**src/rtl/bmc_pkg.sv**
```systemverilog
// ----------------------------------------------------------------------------
// bmc_pkg: shared types and constants for the mask centroid block
// Field widths, frame limits and the controller/datapath interface structs.
// ----------------------------------------------------------------------------
`default_nettype none

package bmc_pkg;

  localparam int PIX_W = 8;
  localparam int COORD_W = 12;
  localparam int SUM_W = 36;
  localparam int HIT_W = 25;
  localparam int CENTER_W = 20;

  localparam logic [PIX_W-1:0] MASK_ON_VALUE = 8'd255;

  // frame limits, 17 bits so that 65536 fits
  localparam logic [16:0] MAX_COLS = 17'd4096;
  localparam logic [16:0] MAX_ROWS = 17'd4096;

  localparam logic [HIT_W-1:0] HIT_MAX = {HIT_W{1'b1}};

  typedef struct packed {
    logic acc_en;    // pixel transfer, accumulate
    logic start;     // frame end: load divider, clear sums
    logic step;      // one divider iteration
    logic load_out;  // move quotients into the output register
  } bmc_cmd_t;

  typedef struct packed {
    logic empty_next;  // count after this pixel is zero
    logic div_done;    // current step is the final one
  } bmc_stat_t;

endpackage

`default_nettype wire

```
**src/rtl/binary_mask_centroid.sv**
```systemverilog
// ----------------------------------------------------------------------------
// binary_mask_centroid: centroid of the set pixels of a binary mask frame
// Accumulates column and row sums of pixels equal to 255, divides at frame end.
// ----------------------------------------------------------------------------
// channel  dir  handshake            payload
// s_*      in   s_tvalid / s_tready  s_tdata: pixel_value, col, row; s_tlast: last_pixel
// m_*      out  m_tvalid / m_tready  m_tdata: center_x, center_y; m_tuser: empty_res
//
// Pixels take one cycle each. After the last pixel of a frame s_tready drops
// while the shared-counter bit-serial dividers run (they are skipped for
// an empty frame) and until the output register is loaded; that register
// may still hold the previous result, and loading waits on m_tready.
// Synchronous active-high reset clears the sums, the controller and m_tvalid.
// ----------------------------------------------------------------------------
`default_nettype none

module binary_mask_centroid #(
  parameter int FRAC_BITS = 8
) (
  input  wire  logic        clk,
  input  wire  logic        rst,
  input  wire  logic        s_tvalid,
  output logic              s_tready,
  input  wire  logic [31:0] s_tdata,   // [7:0] pixel_value, [19:8] col, [31:20] row
  input  wire  logic        s_tlast,   // last_pixel
  output logic              m_tvalid,
  input  wire  logic        m_tready,
  output logic [39:0]       m_tdata,   // [19:0] center_x, [39:20] center_y
  output logic              m_tuser    // empty_res
);

  bmc_pkg::bmc_cmd_t  cmd;
  bmc_pkg::bmc_stat_t stat;
  logic [bmc_pkg::CENTER_W-1:0] center_x;
  logic [bmc_pkg::CENTER_W-1:0] center_y;

  bmc_ctrl u_ctrl (
    .clk      (clk),
    .rst      (rst),
    .s_tvalid (s_tvalid),
    .s_tlast  (s_tlast),
    .s_tready (s_tready),
    .m_tvalid (m_tvalid),
    .m_tready (m_tready),
    .stat     (stat),
    .cmd      (cmd)
  );

  bmc_dp #(
    .FRAC_BITS (FRAC_BITS)
  ) u_dp (
    .clk         (clk),
    .rst         (rst),
    .cmd         (cmd),
    .pixel_value (s_tdata[7:0]),
    .col         (s_tdata[19:8]),
    .row         (s_tdata[31:20]),
    .stat        (stat),
    .center_x    (center_x),
    .center_y    (center_y),
    .empty_res   (m_tuser)
  );

  assign m_tdata = {center_y, center_x};

  a_empty_zero: assert property (@(posedge clk) disable iff (rst)
    (m_tvalid && m_tuser) |-> (m_tdata == '0))
    else $error("empty result with nonzero centers");

  a_last_blocks: assert property (@(posedge clk) disable iff (rst)
    (s_tvalid && s_tready && s_tlast) |=> !s_tready)
    else $error("input accepted right after frame end");

  a_step_no_accept: assert property (@(posedge clk) disable iff (rst)
    cmd.step |-> !s_tready)
    else $error("input ready while dividing");

  a_load_valid: assert property (@(posedge clk) disable iff (rst)
    cmd.load_out |=> m_tvalid)
    else $error("output load without valid");

endmodule

`default_nettype wire

```
**src/rtl/bmc_ctrl.sv**
```systemverilog
// ----------------------------------------------------------------------------
// bmc_ctrl: sequencing for the mask centroid block
// Accumulate phase, divider phase and output hand-off, plus output valid.
// ----------------------------------------------------------------------------
`default_nettype none

module bmc_ctrl (
  input  wire                logic clk,
  input  wire                logic rst,
  input  wire                logic s_tvalid,
  input  wire                logic s_tlast,
  output logic               s_tready,
  output logic               m_tvalid,
  input  wire                logic m_tready,
  input  wire bmc_pkg::bmc_stat_t stat,
  output bmc_pkg::bmc_cmd_t  cmd
);

  localparam logic [1:0] ST_ACC = 2'd0;
  localparam logic [1:0] ST_DIV = 2'd1;
  localparam logic [1:0] ST_OUT = 2'd2;

  logic [1:0] state;
  logic [1:0] state_next;
  logic       out_valid;
  logic       out_valid_next;

  always_comb begin
    state_next = state;
    cmd = '0;
    s_tready = 1'b0;
    case (state)
      ST_ACC: begin
        s_tready = 1'b1;
        if (s_tvalid) begin
          cmd.acc_en = 1'b1;
          if (s_tlast) begin
            cmd.start = 1'b1;
            // empty frame: quotient register is already zero
            state_next = stat.empty_next ? ST_OUT : ST_DIV;
          end
        end
      end
      ST_DIV: begin
        cmd.step = 1'b1;
        if (stat.div_done) begin
          state_next = ST_OUT;
        end
      end
      ST_OUT: begin
        if (!out_valid || m_tready) begin
          cmd.load_out = 1'b1;
          state_next = ST_ACC;
        end
      end
      default: begin
        state_next = ST_ACC;
      end
    endcase
  end

  always_comb begin
    out_valid_next = out_valid;
    if (cmd.load_out) begin
      out_valid_next = 1'b1;
    end else if (m_tready) begin
      out_valid_next = 1'b0;
    end
  end

  always_ff @(posedge clk) begin
    if (rst) begin
      state <= ST_ACC;
      out_valid <= 1'b0;
    end else begin
      state <= state_next;
      out_valid <= out_valid_next;
    end
  end

  assign m_tvalid = out_valid;

endmodule

`default_nettype wire

```
**src/rtl/bmc_dp.sv**
```systemverilog
// ----------------------------------------------------------------------------
// bmc_dp: datapath for the mask centroid block
// Sum and count accumulators, two restoring divider lanes, output register.
// ----------------------------------------------------------------------------
`default_nettype none

module bmc_dp #(
  parameter int FRAC_BITS = 8
) (
  input  wire                logic clk,
  input  wire                logic rst,
  input  wire bmc_pkg::bmc_cmd_t cmd,
  input  wire                logic [bmc_pkg::PIX_W-1:0] pixel_value,
  input  wire                logic [bmc_pkg::COORD_W-1:0] col,
  input  wire                logic [bmc_pkg::COORD_W-1:0] row,
  output bmc_pkg::bmc_stat_t stat,
  output logic [bmc_pkg::CENTER_W-1:0] center_x,
  output logic [bmc_pkg::CENTER_W-1:0] center_y,
  output logic               empty_res
);

  localparam int SUM_W = bmc_pkg::SUM_W;
  localparam int HIT_W = bmc_pkg::HIT_W;
  localparam int OUT_W = bmc_pkg::CENTER_W;
  localparam int DVD_W = SUM_W + FRAC_BITS;
  localparam int CNT_W = $clog2(DVD_W);

  logic [SUM_W-1:0] sum_x;
  logic [SUM_W-1:0] sum_y;
  logic [HIT_W-1:0] hit_count;
  logic [SUM_W-1:0] sum_x_next;
  logic [SUM_W-1:0] sum_y_next;
  logic [HIT_W-1:0] hit_count_next;
  logic [SUM_W:0]   sx_ext;
  logic [SUM_W:0]   sy_ext;
  logic             hit;

  logic [DVD_W-1:0] dvd_x;
  logic [DVD_W-1:0] dvd_y;
  logic [HIT_W-1:0] rem_x;
  logic [HIT_W-1:0] rem_y;
  logic [HIT_W-1:0] divisor;
  logic [CNT_W-1:0] step_cnt;
  logic             empty_flag;

  logic [HIT_W:0]   shx;
  logic [HIT_W:0]   shy;
  logic [HIT_W:0]   diffx;
  logic [HIT_W:0]   diffy;
  logic             gex;
  logic             gey;

  always_comb begin
    sx_ext = {1'b0, sum_x} + {{(SUM_W + 1 - bmc_pkg::COORD_W){1'b0}}, col};
    sy_ext = {1'b0, sum_y} + {{(SUM_W + 1 - bmc_pkg::COORD_W){1'b0}}, row};
    hit = (pixel_value == bmc_pkg::MASK_ON_VALUE)
        && ({5'b0, col} < bmc_pkg::MAX_COLS)
        && ({5'b0, row} < bmc_pkg::MAX_ROWS)
        && (hit_count != bmc_pkg::HIT_MAX)
        && !sx_ext[SUM_W] && !sy_ext[SUM_W];
    sum_x_next = sum_x;
    sum_y_next = sum_y;
    hit_count_next = hit_count;
    if (cmd.acc_en && hit) begin
      sum_x_next = sx_ext[SUM_W-1:0];
      sum_y_next = sy_ext[SUM_W-1:0];
      hit_count_next = hit_count + 1'b1;
    end
    stat.empty_next = (hit_count_next == '0);
    stat.div_done = (step_cnt == '0);
  end

  // restoring division step, one quotient bit per lane per cycle
  always_comb begin
    shx = {rem_x, dvd_x[DVD_W-1]};
    shy = {rem_y, dvd_y[DVD_W-1]};
    gex = (shx >= {1'b0, divisor});
    gey = (shy >= {1'b0, divisor});
    diffx = shx - {1'b0, divisor};
    diffy = shy - {1'b0, divisor};
  end

  always_ff @(posedge clk) begin
    if (rst) begin
      sum_x <= '0;
      sum_y <= '0;
      hit_count <= '0;
    end else if (cmd.start) begin
      sum_x <= '0;
      sum_y <= '0;
      hit_count <= '0;
    end else begin
      sum_x <= sum_x_next;
      sum_y <= sum_y_next;
      hit_count <= hit_count_next;
    end
  end

  always_ff @(posedge clk) begin
    if (cmd.start) begin
      dvd_x <= DVD_W'(sum_x_next) << FRAC_BITS;
      dvd_y <= DVD_W'(sum_y_next) << FRAC_BITS;
      rem_x <= '0;
      rem_y <= '0;
      divisor <= hit_count_next;
      step_cnt <= CNT_W'(DVD_W - 1);
      empty_flag <= stat.empty_next;
    end else if (cmd.step) begin
      dvd_x <= {dvd_x[DVD_W-2:0], gex};
      dvd_y <= {dvd_y[DVD_W-2:0], gey};
      rem_x <= gex ? diffx[HIT_W-1:0] : shx[HIT_W-1:0];
      rem_y <= gey ? diffy[HIT_W-1:0] : shy[HIT_W-1:0];
      step_cnt <= step_cnt - 1'b1;
    end
  end

  // saturate quotients that do not fit the output field
  always_ff @(posedge clk) begin
    if (cmd.load_out) begin
      center_x <= (|dvd_x[DVD_W-1:OUT_W]) ? {OUT_W{1'b1}} : dvd_x[OUT_W-1:0];
      center_y <= (|dvd_y[DVD_W-1:OUT_W]) ? {OUT_W{1'b1}} : dvd_y[OUT_W-1:0];
      empty_res <= empty_flag;
    end
  end

endmodule

`default_nettype wire

```
**config.mk**
```make
export PLATFORM = sky130hd
export DESIGN_NAME = binary_mask_centroid
export DESIGN_NICKNAME = d
export VERILOG_FILES = /design/src/rtl/bmc_pkg.sv /design/src/rtl/binary_mask_centroid.sv /design/src/rtl/bmc_ctrl.sv /design/src/rtl/bmc_dp.sv
export SDC_FILE = /design/constraint.sdc
export NUM_CORES = 1
export LEC_CHECK = 0
export ABC_AREA = 1
export BUFFER_PORTS_ARGS = -buffer_cell sky130_fd_sc_hd__buf_4
export CAP_MARGIN = 5
export CORE_MARGIN = 1
export CORE_UTILIZATION = 43
export CTS_CLUSTER_DIAMETER = 100
export DETAILED_ROUTE_END_ITERATION = 8
export SLEW_MARGIN = 20
export SYNTH_ARGS = -nofsm -noshare
export SYNTH_HDL_FRONTEND = slang
export SYNTH_SLANG_ARGS = --single-unit
export TNS_END_PERCENT = 30
```
**constraint.sdc**
```tcl
create_clock -name clk -period 4.9 [get_ports clk]
set_input_delay 0.49 -clock clk [delete_from_list [all_inputs] [get_ports clk]]
set_output_delay 0.49 -clock clk [all_outputs]
set_load 0.01 [all_outputs]
```
==> flow_metrics.py, run 1 <==
metrics = {
    "outcome": {
        "status": "complete, no violations",
    },
    "routing": {
        "antenna_left": 0,
        "drt_pass1_iterations": 5,
        "wl_per_cell_um": 15.45,
        "vias_per_cell": 5.143,
        "vias": 14590,
        "drt_iter0_markers": 1021,
        "routed_wl_um": 43830,
        "drc": 0,
    },
    "yosys": {
        "synth_area_leader_cell": "edfxtp_1",
        "synth-edff-count": 139,
        "syn_nets": 2332,
        "postSynthAreaPerCell_um2": 7.810,
        "yosys-top-cells-count": "530 x nand2_1, 295 x inv_1, 209 x nor2_1",
        "synth.most_common_cell": "nand2_1",
        "synth_seq_cells": 311,
        "synthCells": 2214,
        "synth_ff_type": "dfxtp_1",
        "synth_top_area_share_pct": 24.14,
        "async_flop_share_pct": 0,
        "synth_area_um2": 17290,
        "yosys_warnings": 0,
        "seq_area_frac_synth_pct": 44.06,
        "ys_top_cells_by_area": "edfxtp_1 24%, dfxtp_1 20%, nand2_1 12%",
        "yosysUniqueCellTypes": 50,
    },
    "finish": {
        "drive_gt1_share_pct": 8.651,
        "diodes": 0,
        "stdcell_count": 2837,
        "nNetsFinal": 2402,
        "syn_to_final_growth_pct": 13.59,
        "finalCoreUtilization_pct": 49.43,
        "fillerInstances": 3856,
    },
    "setup_path": {
        "startpoint": "u_dp.sum_x[0]",
        "crit_type": "register to register",
        "crit_arrival_ps": 3830,
        "worstReg2RegStart": "u_dp.sum_x[0]",
        "rr_endpoint": "u_dp.dvd_x[32]",
        "reg2reg_slack_ps": 1380,
        "endpoint_kind": "register",
        "rr_worst_depth": 15,
        "worst-path-max-fanout": 25,
        "required_ps": 5210,
        "cp-endpoint": "u_dp.dvd_x[32]",
        "critical_path.startpoint_type": "register",
    },
    "clock_tree": {
        "clk_latency_ps": 560,
        "cts_tree": "done",
        "cts_buffers": 36,
        "clkSinkCount": 311,
        "hold_buffers": 0,
        "clockBufferDepth": 3,
        "htree_levels": 2,
        "clk_pin_slew_worst_paths_ps": 60,
        "post_cts_buffers": 0,
        "cts-root-buf": "clkbuf_16",
        "cts_resized": 0,
    },
    "floorplan": {
        "fp-row-count": 73,
        "start_util_pct": 43.52,
        "ioPinCount": 80,
        "die_w_um": 202.5,
        "coreArea_um2": 39730,
        "die_h_um": 202.5,
        "dieArea_um2": 41020,
    },
    "sta": {
        "final-setup-viol-count": 0,
        "tns_ps": 0,
        "finClkSkew_ps": 16.80,
        "relSlewSlack_pct": 46.04,
        "rsz0062_at_grt": "false",
        "drv_slew": 0,
        "fin_crit_ps": 3522,
        "tightest_slew_ps": 806.4,
        "fmax_ghz": 0.2840,
        "hold_viol_final": 0,
        "setup_ws_ps": 1378,
        "fin_crit_sh_pct": 71.87,
    },
    "pwr": {
        "p_sw_mw": 1.321,
        "p_sw_share_pct": 23.17,
        "power_density_nw_per_um2": 290.1,
        "power_leakage_nw": 7.971,
        "clkPwrFrac_pct": 47.5,
        "p_int_mw": 4.378,
        "ir_drop_mv": 0.2568,
        "p_seq_share_pct": 48.2,
        "combPwrFrac_pct": 4.3,
    },
    "global_routing": {
        "grt_pass1_wl_um": 71370,
        "grt_overflow": 0,
        "grt.total_usage_pct": 21.54,
        "grt_max_degree": 57,
        "grt_pass1_vias": 14030,
        "grt_antenna_before_repair": 0,
    },
    "place": {
        "dp_cells": 2771,
        "preCtsSetupSlack_ps": 1106,
        "io_buffer_count": 79,
        "place_congestion": 0.9131,
        "dp_hpwl_um": 31990,
    },
    "run": {
        "cap_viol_max_count": 0,
    },
    "hold_path": {
        "min_path_type": "input pin to register",
    },
}
layout make-up:
class | count | area [µm²] | area share (%)
inverter | 304 | 1142 | 5.816
sequential | 311 | 7617 | 38.78
timing repair buffer | 98 | 735.7 | 3.746
clock inverter | 18 | 187.7 | 0.9556
multi-input combinational | 1533 | 8293 | 42.22
clock buffer | 48 | 1007 | 5.128
tap | 525 | 656.9 | 3.345
cell usage in the layout (no fill, tap or decap), types with 69 or more instances in the layout:
cell type,n
nand2_1,529
inv_1,294
nor2_1,207
dfxtp_1,172
o21ai_0,145
edfxtp_1,139
a21oi_1,133
buf_4,98
ha_1,77
xor2_1,69
worst min path at each step:
stage,start,to,slack [ps],cells after the start
global route,rst,u_ctrl.state[1],140,2
global placement,u_dp.empty_flag,u_dp.empty_res,400,0
floorplan,u_dp.empty_flag,u_dp.empty_res,400,0
CTS,rst,u_ctrl.state[1],120,2
finish,rst,u_ctrl.state[1],140,2
detailed placement,u_dp.empty_flag,u_dp.empty_res,410,0
sequential cells by signal (all words and copies together) (netlist names):
register and count:
u_dp.center_y 20, u_dp.rem_y 25, u_ctrl.m_tvalid 1, u_dp.hit_count 25, u_ctrl.state 2, u_dp.dvd_x 44
u_dp.sum_x 36, u_dp.sum_y 36, u_dp.dvd_y 44, u_dp.divisor 25, u_dp.center_x 20, u_dp.rem_x 25
u_dp.step_cnt 6, u_dp.empty_flag 1, u_dp.empty_res 1
logic make-up after synthesis:
group                    Yosys count  synth area share [%]
AND/OR/NAND/NOR                  941                 23.20
AO/OA/AOI/OAI                    390                 12.35
buffers and inverters            370                 8.228
flip-flops                       311                 44.06
XOR/XNOR                         121                 6.129
adder cells (fa/ha/maj)           81                 6.035
metal layers:
| layer | routed length [µm] | share of wire (%) | vias to the layer above | GRT usage [%] |
|---|---|---|---|---|
| met4 | 1151 | 2.6 | 0 | 7.868 |
| li1 | - | - | 7447 | - |
| met1 | 21230 | 48 | 6757 | 30.04 |
| met3 | 2103 | 4.8 | 65 | 3.114 |
| met5 | 0 | 0 | - | 0 |
| met2 | 19340 | 44 | 321 | 33.86 |
worst max-delay path, stage by stage (launching register included):
cell	delay (ps)
dfxtp_1	320
ha_1	220
fa_1	470
nand3_1	150
nand3_2	100
nand3_1	80
nand3_1	150
nand2_2	150
nand4_4	370
nor2_2	340
nand3_1	190
nor4_1	320
nand2_1	110
xor2_1	170
nand2_1	70
nand2_1	60
power groups by stage:
stage	sequential (mW)	clock, mW	combinational [mW]
3_3_place_gp	2.80	0	0.244
3_5_place_dp	2.80	0	0.245
6_report	2.75	2.71	0.245
5_1_grt	2.75	2.88	0.270
4_1_cts	2.75	2.77	0.246
2_1_floorplan	2.80	0	0.149
stage by stage:
step                      hold WS (ps)  instance area, µm²  power [mW]
after detailed placement         405.2               18450       3.046
after floorplan                  400.3               17290       2.950
final                            136.9               19640       5.698
after global placement           401.6               18450       3.045
after global routing             135.2               19640       5.895
after CTS                        121.2               19640       5.761
Note: power is estimated with default switching activity, not from simulation.
==> inputs of run 2 (changes only) <==
==> constraint.sdc (replaced) <==
create_clock -name clk -period 3.6 [get_ports clk]
set_input_delay 0.36 -clock clk [delete_from_list [all_inputs] [get_ports clk]]
set_output_delay 0.36 -clock clk [all_outputs]
set_load 0.01 [all_outputs]
==> run 2 against run 1 <==
- cell count is 0.35% higher
- first-iteration DRC count is 3.0% higher
- setup slack worse by 900 ps
- combinational power is 37% higher
- total power is 36% higher
- final area is 0.54% higher
- clock power is 35% higher
- critical endpoint is now u_dp.rem_x[10]
- largest cell class unchanged
==> flow_metrics.py, run 2 (synthesis results as in run 1) <==
metrics = {
    "floorplan": {
        "start_util_pct": 43.52,
        "dieArea_um2": 41020,
        "die_w_um": 202.5,
        "ioPinCount": 80,
        "coreArea_um2": 39730,
        "fp-row-count": 73,
        "die_h_um": 202.5,
    },
    "global_routing": {
        "grt_max_degree": 97,
        "grt_overflow": 0,
        "grt.total_usage_pct": 21.48,
        "grt_pass1_vias": 14130,
        "grt_pass1_wl_um": 70940,
        "grt_antenna_before_repair": 2,
    },
    "clock_tree": {
        "clk_latency_ps": 550,
        "clockBufferDepth": 3,
        "clkSinkCount": 311,
        "post_cts_buffers": 0,
        "cts-root-buf": "clkbuf_16",
        "htree_levels": 2,
        "cts_tree": "done",
        "hold_buffers": 0,
        "cts_resized": 0,
        "clk_pin_slew_worst_paths_ps": 60,
        "cts_buffers": 37,
    },
    "finish": {
        "mostFrequentLayoutCells": "529 x nand2_1, 294 x inv_1, 207 x nor2_1",
        "fillerInstances": 3931,
        "drive_gt1_share_pct": 8.958,
        "nNetsFinal": 2413,
        "layout_commonest_cell": "nand2_1",
        "reg.largest.list": "u_dp.dvd_x: 44 flops, u_dp.dvd_y: 44 flops",
        "diodes": 0,
        "stdcell_count": 2847,
        "syn_to_final_growth_pct": 14.20,
        "multi_input_area_um2": 8293,
        "regArea_um2": 7617,
    },
    "hold_path": {
        "holdPathStages": 2,
        "min_path_type": "input pin to register",
        "hp-start": "rst",
        "hold_end": "u_ctrl.state[1]",
    },
    "sta": {
        "hold_viol_final": 0,
        "tightest_slew_ps": 813.3,
        "fmax_ghz": 0.3201,
        "finClkSkew_ps": 29.15,
        "relSlewSlack_pct": 45.78,
        "final-setup-viol-count": 0,
        "rsz0062_at_grt": "false",
        "fin_crit_sh_pct": 86.79,
        "drv_slew": 0,
        "fin_crit_ps": 3124,
        "tns_ps": 0,
    },
    "routing": {
        "vias": 14600,
        "drc": 0,
        "wl_per_cell_um": 15.24,
        "antenna_left": 0,
        "drt_iter0_markers": 1052,
        "drt_pass1_iterations": 5,
        "routed_wl_um": 43400,
        "vias_per_cell": 5.128,
    },
    "setup_path": {
        "rr_endpoint": "u_dp.rem_x[10]",
        "path_delay_family": "compound AO/OA/AOI/OAI gates",
        "rr_worst_depth": 13,
        "worstReg2RegStart": "u_dp.divisor[0]",
        "crit_type": "register to register",
        "worstPathCellList": "ha_1, fa_1, o21ai_0, nand2_1, nand3_1, a21oi_1, o21bai_1, nand3_1, nand3_1, buf_12, a21oi_1, o21ai_0, o21ai_0",
        "worst-path-max-fanout": 38,
        "critical_path.startpoint_type": "register",
        "crit_arrival_ps": 3530,
        "worst-path-buf-inv": 1,
        "endpoint_kind": "register",
        "timing.critical_path.slowest_cell_delay_ps": 440,
        "required_ps": 4000,
        "reg2reg_slack_ps": 480,
        "crit_path_top_delay_cell": "edfxtp_1",
    },
    "pwr": {
        "power_density_nw_per_um2": 392.1,
        "power_leakage_nw": 8.036,
        "ir_drop_mv": 0.3843,
        "finalPower_mw": 7.743,
    },
    "place": {
        "dp_hpwl_um": 30830,
        "place_congestion": 0.9341,
        "dp_cells": 2781,
        "io_buffer_count": 79,
    },
    "outcome": {
        "status": "complete, no violations",
    },
    "run": {
        "cap_viol_max_count": 0,
    },
}
[run 2: cell types whose count changed in the layout (fill, tap and decap cells not counted)]
cell,before,now
clkinvlp_4,3,2
buf_4,98,105
buf_12,0,3
clkinv_1,3,4
clkbuf_16,37,38
inv_6,1,0
clkinv_4,1,2
clkbuf_1,7,8
clkinv_8,3,1
[run 2: layout make-up]
class	instances	share of cell area, %
clock buffer	50	5.247
clock inverter	16	0.7667
inverter	304	5.785
multi-input combinational	1533	42.00
sequential	311	38.58
tap	525	3.327
timing repair buffer	108	4.296
[run 2: worst max path at each step]
stage                                from        endpoint  slack [ps]  cells after the start
final                     u_dp.divisor[0]  u_dp.rem_x[10]         480                     13
after global routing      u_dp.divisor[0]  u_dp.rem_x[10]         220                     13
after CTS                 u_dp.divisor[0]  u_dp.rem_x[10]         490                     13
after detailed placement      s_tdata[20]  u_dp.dvd_x[43]         340                     16
after global placement         s_tdata[8]  u_dp.dvd_y[38]         420                     16
after floorplan                s_tdata[8]  u_dp.dvd_x[32]         780                     15
[run 2: per-layer routing]
metal | global-route usage, % | part of all wire, % | vias up
li1 | - | - | 7486
met1 | 29.36 | 48 | 6724
met2 | 35.05 | 45 | 324
met3 | 3.435 | 5.3 | 65
met4 | 6.015 | 2.1 | 0
met5 | 0 | 0 | -
[run 2: power breakdown]
part	total, mW	internal (mW)	switching, mW
clock	3.67	2.17	1.50
combinational	0.336	0.104	0.232
sequential	3.74	3.72	0.0169
total	7.74	5.99	1.75
[run 2: through the flow]
stage	setup WS, ps	util [%]	hold slack, ps	instance area (µm²)
after global routing	224.7	49.70	24.81	19750
after detailed placement	343.2	46.71	464.8	18560
after global placement	417.4	46.71	460.8	18560
final	475.5	49.70	46.55	19750
after floorplan	783.2	-	400.3	17290
after CTS	486.2	49.70	19.91	19750
==> inputs of run 3 (changes only) <==
--- a/config.mk
+++ b/config.mk
@@ -12,8 +12,10 @@
 export CORE_UTILIZATION = 43
 export CTS_CLUSTER_DIAMETER = 100
 export DETAILED_ROUTE_END_ITERATION = 8
+export REMOVE_ABC_BUFFERS = 1
 export SLEW_MARGIN = 20
 export SYNTH_ARGS = -nofsm -noshare
 export SYNTH_HDL_FRONTEND = slang
+export SYNTH_HIERARCHICAL = 1
 export SYNTH_SLANG_ARGS = --single-unit
 export TNS_END_PERCENT = 30
==> run 3 against run 2 <==
- clock-buffer cell count up 1
- worst hold slack improved by 150 ps
- area after synthesis is 5.1% higher
- total power is 3.0% higher
- global-route usage rose by 1.4 points
- maximum frequency shrank 1.3%
- combinational power grew 22%
- critical endpoint is now u_ctrl/state[1]
==> flow_metrics.py, run 3 <==
metrics = {
    "hold_path": {
        "hold_end": "u_dp/sum_x[0]",
        "min_path_type": "input pin to register",
        "hp-start": "s_tdata[8]",
        "holdPathStages": 4,
    },
    "finish": {
        "regArea_um2": 7617,
        "reg.largest.list": "u_dp/dvd_x: 44 flops, u_dp/dvd_y: 44 flops",
        "drive_gt1_share_pct": 9.905,
        "syn_to_final_growth_pct": 13.82,
        "fillerInstances": 4044,
        "layout_commonest_cell": "nand2_1",
        "final_area_um2": 20690,
        "diodes": 0,
        "multi_input_area_um2": 9074,
        "nNetsFinal": 2613,
        "mostFrequentLayoutCells": "623 x nand2_1, 296 x inv_1, 250 x nor2_1",
    },
    "sta": {
        "fin_crit_ps": 3167,
        "fmax_ghz": 0.3158,
        "drv_slew": 0,
        "hold_slack_ps": 200.4,
        "final-setup-viol-count": 0,
        "tightest_slew_ps": 609.9,
        "fin_crit_sh_pct": 87.97,
        "hold_viol_final": 0,
        "finClkSkew_ps": 20.83,
        "relSlewSlack_pct": 59.34,
        "rsz0062_at_grt": "false",
    },
    "yosys": {
        "synth_area_leader_cell": "edfxtp_1",
        "yosysUniqueCellTypes": 53,
        "synth_ff_type": "dfxtp_1",
        "synth_seq_cells": 311,
        "async_flop_share_pct": 0,
        "seq_area_frac_synth_pct": 41.91,
        "synth.most_common_cell": "nand2_1",
        "ys_top_cells_by_area": "edfxtp_1 23%, dfxtp_1 19%, nand2_1 13%",
        "postSynthAreaPerCell_um2": 7.547,
        "synth_top_area_share_pct": 22.97,
        "synth-edff-count": 139,
        "synth_area_um2": 18170,
        "yosys_warnings": 6,
        "yosys-top-cells-count": "623 x nand2_1, 299 x inv_1, 253 x nor2_1",
        "synthCells": 2408,
    },
    "routing": {
        "drt_pass1_iterations": 8,
        "wl_per_cell_um": 16.11,
        "drt_iter0_markers": 990,
        "routed_wl_um": 49240,
        "vias": 15860,
        "antenna_left": 0,
        "vias_per_cell": 5.190,
        "drc": 0,
    },
    "place": {
        "place_area_um2": 19420,
        "dp_hpwl_um": 36830,
        "place_congestion": 0.9283,
        "io_buffer_count": 79,
    },
    "setup_path": {
        "crit_path_top_delay_cell": "o21ai_0",
        "worstPathCellList": "ha_1, fa_1, nand2_1, o21ai_0, nand3_1, nand2_1, nor2_4, buf_4, nand3_1, nand2_1, nor2_1, nand2_1, nor2_1, nand2_1, nor2_1, nor2_1, nor2_1, nand2_1, o21bai_1, nand2_1, inv_1",
        "required_ps": 4100,
        "timing.critical_path.slowest_cell_delay_ps": 370,
        "rr_endpoint": "u_ctrl/state[1]",
        "crit_arrival_ps": 3670,
        "critical_path.startpoint_type": "register",
        "crit_type": "register to register",
        "endpoint_kind": "register",
        "worstReg2RegStart": "u_dp/sum_y[0]",
        "worst-path-max-fanout": 19,
        "rr_worst_depth": 21,
        "reg2reg_slack_ps": 430,
        "crit_top_cell": "nand2_1",
    },
    "pwr": {
        "ir_drop_mv": 0.3389,
        "power_leakage_nw": 8.445,
        "finalPower_mw": 7.979,
        "power_density_nw_per_um2": 385.7,
    },
    "clock_tree": {
        "clockBufferDepth": 3,
        "cts-root-buf": "clkbuf_16",
        "cts_tree": "done",
        "clk_pin_slew_worst_paths_ps": 60,
        "cts_buffers": 37,
        "clk_latency_ps": 560,
        "htree_levels": 2,
        "clkSinkCount": 311,
    },
    "global_routing": {
        "grt_overflow": 0,
        "grt_max_degree": 68,
        "grt_pass1_wl_um": 79960,
        "grt_antenna_before_repair": 1,
        "grt_pass1_vias": 15420,
        "grt.total_usage_pct": 22.87,
    },
    "floorplan": {
        "ioPinCount": 80,
        "start_util_pct": 44.01,
        "coreArea_um2": 41290,
        "die_w_um": 207.6,
        "fp-row-count": 74,
        "dieArea_um2": 43090,
        "die_h_um": 207.6,
    },
    "outcome": {
        "status": "complete, no violations",
    },
    "run": {
        "cap_viol_max_count": 0,
    },
}
run 3: changes by cell type in the layout (fill, tap and decap cells not counted), moves of 15 or more:
cell	previous run	this run
nor3_1	32	47
nand2_1	529	623
nand3_1	64	87
nor2_1	207	250
nand2_2	6	23
o21ai_0	145	130
run 3: how the worst max path moves through the flow:
stage	start	endpoint	slack, ps
6_report	u_dp/sum_y[0]	u_ctrl/state[1]	430
5_1_grt	u_dp/sum_y[0]	u_ctrl/state[1]	70
4_1_cts	u_dp/sum_y[0]	u_ctrl/state[1]	310
3_5_place_dp	s_tdata[20]	u_ctrl/state[1]	160
3_3_place_gp	s_tdata[20]	u_ctrl/state[1]	180
2_1_floorplan	u_ctrl/state[0]	u_dp/dvd_x[10]	-3170
run 3: logic make-up (layout without fill, tap and decap cells):
family	after synthesis	after routing	synth area share, %
AOI/OAI and AO/OA	401	401	12.49
DFF	311	311	41.91
xor gates and xnor gates	102	102	4.916
muxes	4	4	0.2203
adders and majority gates	81	81	5.742
buffers and inverters	379	495	8.351
and+or+nand+nor	1130	1130	26.37
run 3: power by group:
group	leakage (nW)	switching [mW]	total, mW	internal (mW)
combinational	5.25	0.287	0.411	0.124
clock	0.593	1.57	3.81	2.23
sequential	2.60	0.0258	3.76	3.74
run 3: layout make-up:
type,instances,area share [%]
Tap cell,532,3.218
Timing Repair Buffer,116,4.464
Inverter,311,5.655
Sequential cell,311,36.82
Clock buffer,51,5.129
Clock inverter,17,0.8468
Multi-Input combinational cell,1718,43.86
run 3: per-stage QoR:
step           TNS [ps]  instances  worst slack, ps  util (%)
2_1_floorplan   -665550       2340            -3173         -
3_3_place_gp          0       2986            184.0     47.03
3_5_place_dp          0       2986            155.7     47.03
4_1_cts               0       3055            313.9     50.05
5_1_grt               0       3056            67.36     50.09
6_report              0       3056            433.2     50.09
run 3: critical path: cells and delay by family (launching register included):
| kind | cells | cell delay, ps |
|---|---|---|
| AOI/OAI and AO/OA | 2 | 490 |
| adders and majority gates | 2 | 410 |
| buffers and inverters | 2 | 270 |
| DFF | 1 | 340 |
| and+or+nand+nor | 15 | 1590 |
run 3: routing by layer:
layer	part of all wire (%)	vias up	GRT usage, %
met3	4.2	55	2.965
met4	1.9	2	6.485
met5	0.026	-	0
met2	45	305	36.15
li1	-	8099	-
met1	49	7401	32.64
run 3: repair_timing:
action | CTS | global route
endpoints found under the setup margin | 0 | 1
resized for setup | 0 | 0
buffers inserted | 0 | 1
hold endpoints to repair | 1 | 0
hold buffers | 1 | 0
